**src/hdl/b64d_pkg.sv**
```systemverilog
// Package for the streaming base64 decoder.
// Holds the character map, result kinds and the job record between front and back.
// Depends on nothing; used by every module of the block.
package b64d_pkg;

    // Number of jobs the queue between front and back can hold.
    localparam int QUEUE_DEPTH = 4;

    // Internal codes for the two special characters, in 8-bit two's complement.
    localparam logic [7:0] CODE_INVALID = 8'hFE;
    localparam logic [7:0] CODE_PAD     = 8'hFF;

    // Kinds of result item.
    typedef enum logic [1:0] {
        KIND_BYTE    = 2'd0,
        KIND_END_OK  = 2'd1,
        KIND_END_ERR = 2'd2
    } kind_t;

    // One job: the results caused by one input transfer.
    typedef struct packed {
        logic       has_bytes;
        logic [7:0] byte0;
        logic [7:0] byte1;
        logic [7:0] byte2;
        logic       has_end;
        logic       end_err;
    } job_t;

    // Maps a text character through the standard alphabet.
    function automatic logic [7:0] char_code(input logic [7:0] c);
        logic [7:0] code;
        if (c >= 8'h41 && c <= 8'h5A) begin
            code = c - 8'd65;
        end else if (c >= 8'h61 && c <= 8'h7A) begin
            code = c - 8'd71;
        end else if (c >= 8'h30 && c <= 8'h39) begin
            code = c + 8'd4;
        end else if (c == 8'h2B) begin
            code = 8'd62;
        end else if (c == 8'h2F) begin
            code = 8'd63;
        end else if (c == 8'h3D) begin
            code = CODE_PAD;
        end else begin
            code = CODE_INVALID;
        end
        return code;
    endfunction

endpackage

```
**src/hdl/base64_decoder_top.sv**
```systemverilog
// Streaming base64 decoder: one character per cycle in, one result per cycle out,
// while the result channel does not stall. Results pass through the job queue and
// the back end's output register; a job of up to three bytes and an end result
// leaves one result per cycle as they are taken. The queue absorbs input bursts.
// Reset (aresetn low, synchronous) empties the queue and restarts the group position.
module base64_decoder_top #(
    parameter int QUEUE_DEPTH = b64d_pkg::QUEUE_DEPTH
) (
    input  logic       aclk,
    input  logic       aresetn,
    input  logic       s_valid,
    output logic       s_ready,
    input  logic [7:0] s_in_char,
    input  logic       s_end_of_text,
    output logic       m_valid,
    input  logic       m_ready,
    output logic [1:0] m_out_kind,
    output logic [7:0] m_out_byte,
    output logic       m_run_last
);

    logic           queue_full;
    logic           queue_empty;
    logic           job_push;
    logic           queue_pop;
    b64d_pkg::job_t job_in;
    b64d_pkg::job_t job_head;

    // Character classification and group collection.
    b64d_front u_front (
        .aclk          (aclk),
        .aresetn       (aresetn),
        .s_valid       (s_valid),
        .s_ready       (s_ready),
        .s_in_char     (s_in_char),
        .s_end_of_text (s_end_of_text),
        .queue_full    (queue_full),
        .job_push      (job_push),
        .job_data      (job_in)
    );

    // Job queue.
    b64d_fifo #(
        .DEPTH (QUEUE_DEPTH)
    ) u_fifo (
        .aclk      (aclk),
        .aresetn   (aresetn),
        .push      (job_push),
        .push_data (job_in),
        .full      (queue_full),
        .pop       (queue_pop),
        .head_data (job_head),
        .empty     (queue_empty)
    );

    // Result sequencing.
    b64d_back u_back (
        .aclk        (aclk),
        .aresetn     (aresetn),
        .queue_empty (queue_empty),
        .head_data   (job_head),
        .queue_pop   (queue_pop),
        .m_valid     (m_valid),
        .m_ready     (m_ready),
        .m_out_kind  (m_out_kind),
        .m_out_byte  (m_out_byte),
        .m_run_last  (m_run_last)
    );

endmodule

```
**src/hdl/b64d_front.sv**
```systemverilog
// Front end of the base64 decoder: maps characters and collects groups of four.
// Produces one job per transfer that causes results. Depends on b64d_pkg.
module b64d_front (
    input  logic             aclk,
    input  logic             aresetn,
    input  logic             s_valid,
    output logic             s_ready,
    input  logic [7:0]       s_in_char,
    input  logic             s_end_of_text,
    input  logic             queue_full,
    output logic             job_push,
    output b64d_pkg::job_t   job_data
);

    logic [1:0] group_position_reg;
    logic [1:0] group_position_next;
    logic [7:0] held_reg [3];
    logic [7:0] code;
    logic       accept;
    logic       group_done;
    logic       group_ok;

    assign s_ready = !queue_full;
    assign accept  = s_valid && s_ready;
    assign code    = b64d_pkg::char_code(s_in_char);

    // A group is complete when the fourth code arrives.
    assign group_done = (group_position_reg == 2'd3);

    // The first two codes must be values; the last two may be values or padding.
    assign group_ok = !held_reg[0][7] && !held_reg[1][7]
                      && (held_reg[2] != b64d_pkg::CODE_INVALID)
                      && (code != b64d_pkg::CODE_INVALID);

    // Build the job for this character.
    always_comb begin
        job_data.has_bytes = group_done && group_ok;
        job_data.byte0     = {held_reg[0][5:0], held_reg[1][5:4]};
        job_data.byte1     = held_reg[2][7] ? 8'd0 : {held_reg[1][3:0], held_reg[2][5:2]};
        job_data.byte2     = code[7] ? 8'd0 : {held_reg[2][1:0], code[5:0]};
        job_data.has_end   = s_end_of_text;
        job_data.end_err   = !group_done;
    end

    assign job_push = accept && (job_data.has_bytes || job_data.has_end);

    // Group position advances per character and restarts at the end of the text.
    always_comb begin
        group_position_next = group_position_reg;
        if (accept) begin
            if (s_end_of_text) begin
                group_position_next = 2'd0;
            end else begin
                group_position_next = group_position_reg + 2'd1;
            end
        end
    end

    always_ff @(posedge aclk) begin
        if (!aresetn) begin
            group_position_reg <= 2'd0;
        end else begin
            group_position_reg <= group_position_next;
        end
    end

    // Held codes are payload only; each is written before it is read.
    always_ff @(posedge aclk) begin
        if (accept && !group_done) begin
            held_reg[group_position_reg] <= code;
        end
    end

endmodule

```
**src/hdl/b64d_fifo.sv**
```systemverilog
// Short job queue between the front and back of the base64 decoder.
// Holds DEPTH job records in registers. Depends on b64d_pkg.
module b64d_fifo #(
    parameter int DEPTH = b64d_pkg::QUEUE_DEPTH
) (
    input  logic             aclk,
    input  logic             aresetn,
    input  logic             push,
    input  b64d_pkg::job_t   push_data,
    output logic             full,
    input  logic             pop,
    output b64d_pkg::job_t   head_data,
    output logic             empty
);

    localparam int PtrW = (DEPTH > 1) ? $clog2(DEPTH) : 1;
    localparam int CntW = $clog2(DEPTH + 1);

    b64d_pkg::job_t  store_reg [DEPTH];
    logic [PtrW-1:0] wr_ptr_reg;
    logic [PtrW-1:0] rd_ptr_reg;
    logic [CntW-1:0] count_reg;
    logic            do_push;
    logic            do_pop;

    assign full      = (count_reg == CntW'(DEPTH));
    assign empty     = (count_reg == '0);
    assign do_push   = push && !full;
    assign do_pop    = pop && !empty;
    assign head_data = store_reg[rd_ptr_reg];

    // Pointers wrap at the queue depth; the count tracks occupancy.
    always_ff @(posedge aclk) begin
        if (!aresetn) begin
            wr_ptr_reg <= '0;
            rd_ptr_reg <= '0;
            count_reg  <= '0;
        end else begin
            if (do_push) begin
                wr_ptr_reg <= (wr_ptr_reg == PtrW'(DEPTH - 1)) ? '0 : wr_ptr_reg + 1'b1;
            end
            if (do_pop) begin
                rd_ptr_reg <= (rd_ptr_reg == PtrW'(DEPTH - 1)) ? '0 : rd_ptr_reg + 1'b1;
            end
            if (do_push && !do_pop) begin
                count_reg <= count_reg + 1'b1;
            end else if (do_pop && !do_push) begin
                count_reg <= count_reg - 1'b1;
            end
        end
    end

    // Job storage.
    always_ff @(posedge aclk) begin
        if (do_push) begin
            store_reg[wr_ptr_reg] <= push_data;
        end
    end

endmodule

```
**src/hdl/b64d_back.sv**
```systemverilog
// Base64 decoder back end: sends each job's results one per cycle unless stalled.
// Drives the result channel through an output register. Depends on b64d_pkg.
module b64d_back (
    input  logic             aclk,
    input  logic             aresetn,
    input  logic             queue_empty,
    input  b64d_pkg::job_t   head_data,
    output logic             queue_pop,
    output logic             m_valid,
    input  logic             m_ready,
    output logic [1:0]       m_out_kind,
    output logic [7:0]       m_out_byte,
    output logic             m_run_last
);

    logic [1:0] idx_reg;
    logic [1:0] step;
    logic       load;
    logic       last;
    logic       m_valid_reg;
    logic [1:0] kind_reg;
    logic [7:0] byte_reg;
    logic       run_last_reg;
    logic [1:0] kind_next;
    logic [7:0] byte_next;

    assign load = !queue_empty && (!m_valid_reg || m_ready);

    // A job without bytes starts directly at its end result.
    assign step = (idx_reg == 2'd0 && !head_data.has_bytes) ? 2'd3 : idx_reg;

    // Select the result for the current step.
    always_comb begin
        kind_next = b64d_pkg::KIND_BYTE;
        byte_next = 8'd0;
        last      = 1'b0;
        case (step)
            2'd0: begin
                byte_next = head_data.byte0;
            end
            2'd1: begin
                byte_next = head_data.byte1;
            end
            2'd2: begin
                byte_next = head_data.byte2;
                last      = !head_data.has_end;
            end
            default: begin
                kind_next = head_data.end_err ? b64d_pkg::KIND_END_ERR
                                              : b64d_pkg::KIND_END_OK;
                last      = 1'b1;
            end
        endcase
    end

    assign queue_pop = load && last;

    // Step counter and output valid.
    always_ff @(posedge aclk) begin
        if (!aresetn) begin
            idx_reg     <= 2'd0;
            m_valid_reg <= 1'b0;
        end else begin
            if (load) begin
                idx_reg     <= last ? 2'd0 : step + 2'd1;
                m_valid_reg <= 1'b1;
            end else if (m_ready) begin
                m_valid_reg <= 1'b0;
            end
        end
    end

    // Output payload register.
    always_ff @(posedge aclk) begin
        if (load) begin
            kind_reg     <= kind_next;
            byte_reg     <= byte_next;
            run_last_reg <= last;
        end
    end

    assign m_valid    = m_valid_reg;
    assign m_out_kind = kind_reg;
    assign m_out_byte = byte_reg;
    assign m_run_last = run_last_reg;

endmodule

```
**config.mk**
```make
export PLATFORM = sky130hd
export DESIGN_NAME = base64_decoder_top
export DESIGN_NICKNAME = d
export VERILOG_FILES = /design/src/hdl/b64d_pkg.sv /design/src/hdl/base64_decoder_top.sv /design/src/hdl/b64d_front.sv /design/src/hdl/b64d_fifo.sv /design/src/hdl/b64d_back.sv
export SDC_FILE = /design/constraint.sdc
export NUM_CORES = 1
export LEC_CHECK = 0
export BUFFER_PORTS_ARGS = -buffer_cell sky130_fd_sc_hd__buf_2
export CAP_MARGIN = 10
export CORE_ASPECT_RATIO = 0.9
export CORE_MARGIN = 4
export CORE_UTILIZATION = 40
export CTS_BUF_LIST = sky130_fd_sc_hd__clkbuf_16
export DETAILED_ROUTE_END_ITERATION = 16
export PLACE_DENSITY_LB_ADDON = 0.08
export SYNTH_ARGS = -nofsm -noshare
export SYNTH_HDL_FRONTEND = slang
export SYNTH_HIERARCHICAL = 1
export SYNTH_SLANG_ARGS = --single-unit
```
**constraint.sdc**
```tcl
create_clock -name aclk -period 4.4 [get_ports aclk]
set_input_delay 0.66 -clock aclk [delete_from_list [all_inputs] [get_ports aclk]]
set_output_delay 0.66 -clock aclk [all_outputs]
set_load 0.02 [all_outputs]
```
==> reports/qor.csv <==
metric;value;unit
outcome;complete, no violations;
die_y;132;um
critical_path_class;in2reg;
utilization;47.2;%
synthTopCellsByArea;edfxtp_1 (62%), mux4_2 (6.6%), dfxtp_1 (4.1%);
synth-edff-count;141;
max_cap_violations;0;
clock-sinks;155;
hold_violations;0;
min_path_type;reg2reg;
synth_ff_type;edfxtp_1;
synthCells;422;
setup_viol;0;
io-pin-count;26;
first_pass_iters;4;
yosys.area.top_type;edfxtp_1;
avgViaCountPerCell;5.24;
yosysMostFrequentCell;edfxtp_1;
routabilityCongestion;0.864;
timing.fmax;267;MHz
grt_pass1_wl;21400;um
cts_resized;0;
cts_setup_buffers;0;
grt_pass1_vias;3741;
start_util;41.5;%
p_total;0.00433;W
place_hpwl;8670;um
crit_arrival;4080;ps
cpPeakStageDelay;380;ps
slew_headroom;57.0;%
ys_seq_elements;155;
largest_reg_flops;108;
die-area;19200;sq um
core-area;16400;sq um
syn_area;6810;sq um
ir_drop;0.250;mV
worst_pin_slew;640;ps
slew_viol_final;0;
regArea;4520;sq um
crit_buf_inv;4;
grt_max_degree;28;
synth.distinct_cells;60;
antenna_left;0;
nets;488;
gr-total-overflow;0;
clk_pin_slew;60;ps
cp_top_family;compound AO/OA/AOI/OAI gates;
critPathLaunchType;primary input;
yosys_warnings;6;
clk_path_buf_depth;2;
p_per_area;559;nW/um^2
rows;44;
async_flop_share;0;%
dp.cells;641;
die_x;146;um
p_leak;2.63;nW
multi_input_area;2040;sq um
remaining_drc_errors;0;
drt_iter0_markers;218;
tns;0;ps
wirelength;13500;um
synth.avg_cell_area;16.1;sq um
grt_usage;14.9;%
fin_crit;3740;ps
diodes;0;
cts_buffers;17;
area_delta_synth_final;13.7;%
rsz0062_at_grt;no;
antenna_found_initial;0;
synth_top_area_share;62.2;%
placed_area;7150;sq um
synth_seq_area_share;66.3;%
cts_tree;yes;
fin_crit_sh;85.0;%
port_buffers;25;
postCtsHoldBufs;0;
htree_levels;4;
required;4750;ps
root_buffer;clkbuf_16;
fillers;1442;
syn_nets;457;
worstPathMaxFanout;10;
drive_above_1_share;21.9;%
clock_latency;420;ps
yosys-top-cells-count;edfxtp_1 (141), nand2_1 (23), ha_1 (21), inv_1 (21), mux4_2 (20);
end_kind;flip-flop;
finClkSkew;10.4;ps
stdcell_area;7750;sq um
cp_cell_sequence;buf_2 -> inv_1 -> ha_1 -> a21o_1 -> a31oi_1 -> nand2_1 -> buf_4 -> o221ai_1 -> nand2_1 -> a31oi_1 -> nor2b_1 -> ha_1 -> inv_1 -> fa_1 -> xor2_1 -> or3_1 -> a21boi_0;
wl_per_cell;20.1;um
vias;3528;
fin_cells;673;
cp_slowest_cell;fa_1;
[worst paths after layout]
path              cells past startpoint  slack (ps)                                 to                             start
hold / removal                        0         500  u_fifo/store_reg[1][25]$_DFFE_PP_  u_front/held_reg[0][5]$_DFFE_PP_
setup / recovery                     17         660   u_fifo/count_reg[2]$_SDFFE_PN0P_                      s_in_char[2]
setup reg to reg                     11        1050   u_fifo/count_reg[2]$_SDFFE_PN0P_  u_fifo/count_reg[1]$_SDFFE_PN0P_
hold reg to reg                       0         500  u_fifo/store_reg[1][25]$_DFFE_PP_  u_front/held_reg[0][5]$_DFFE_PP_
[stage by stage]
| step | worst slack [ps] | hold WS, ps |
|---|---|---|
| 3_5_place_dp | 288 | 492 |
| 6_report | 660 | 501 |
| 4_1_cts | 712 | 507 |
| 3_3_place_gp | 432 | 476 |
| 2_1_floorplan | 761 | 468 |
| 5_1_grt | 321 | 532 |
[cell type report]
type	instances	area share, %
Clock inverter	15	2.26
Clock buffer	17	5.49
Sequential cell	155	58.3
Timing Repair Buffer	36	3.33
Tap cell	207	3.34
Inverter	21	1.02
Multi-Input combinational cell	222	26.3
[metal layers]
layer | routed length (um) | vias to the layer above | GRT usage (%)
met3 | 550 | 6 | 3.85
met5 | 0 | - | 0
li1 | - | 1687 | -
met2 | 6490 | 60 | 23.5
met4 | 87 | 0 | 4.75
met1 | 6390 | 1775 | 20.4
[layout by cell type, fill, tap and decap left out, types with 5 or more instances in the layout]
master | Yosys | layout
buf_2 | 6 | 25
and2_1 | 11 | 11
a21oi_1 | 15 | 15
edfxtp_1 | 141 | 141
nor2b_1 | 18 | 18
ha_1 | 21 | 21
nand2_1 | 23 | 23
inv_1 | 21 | 22
mux4_2 | 20 | 20
o21ai_0 | 8 | 8
nand3_1 | 17 | 17
clkbuf_16 | 0 | 17
a22oi_1 | 8 | 8
nor2_1 | 9 | 9
dfxtp_1 | 14 | 13
buf_4 | 10 | 7
mux4_1 | 7 | 7
clkinv_4 | 0 | 5
[power by group]
group	switching [W]	leakage (nW)	total (W)	internal (W)
clock	0.000567	0.303	0.00146	0.000893
combinational	0.000591	0.937	0.000959	0.000368
sequential	0.0000750	1.39	0.00191	0.00183
total	0.00123	2.63	0.00433	0.00309
[cells by family after synthesis]
| family | count (synthesis) | synth area share (%) |
|---|---|---|
| multiplexers | 31 | 9.90 |
| XOR/XNOR | 8 | 1.03 |
| AND/OR/NAND/NOR | 101 | 8.32 |
| adder cells (fa/ha/maj) | 22 | 4.15 |
| buffers and inverters | 45 | 3.84 |
| AO/OA/AOI/OAI | 60 | 6.48 |
| flip-flops | 155 | 66.3 |
Note: power is estimated with default switching activity, not from simulation.
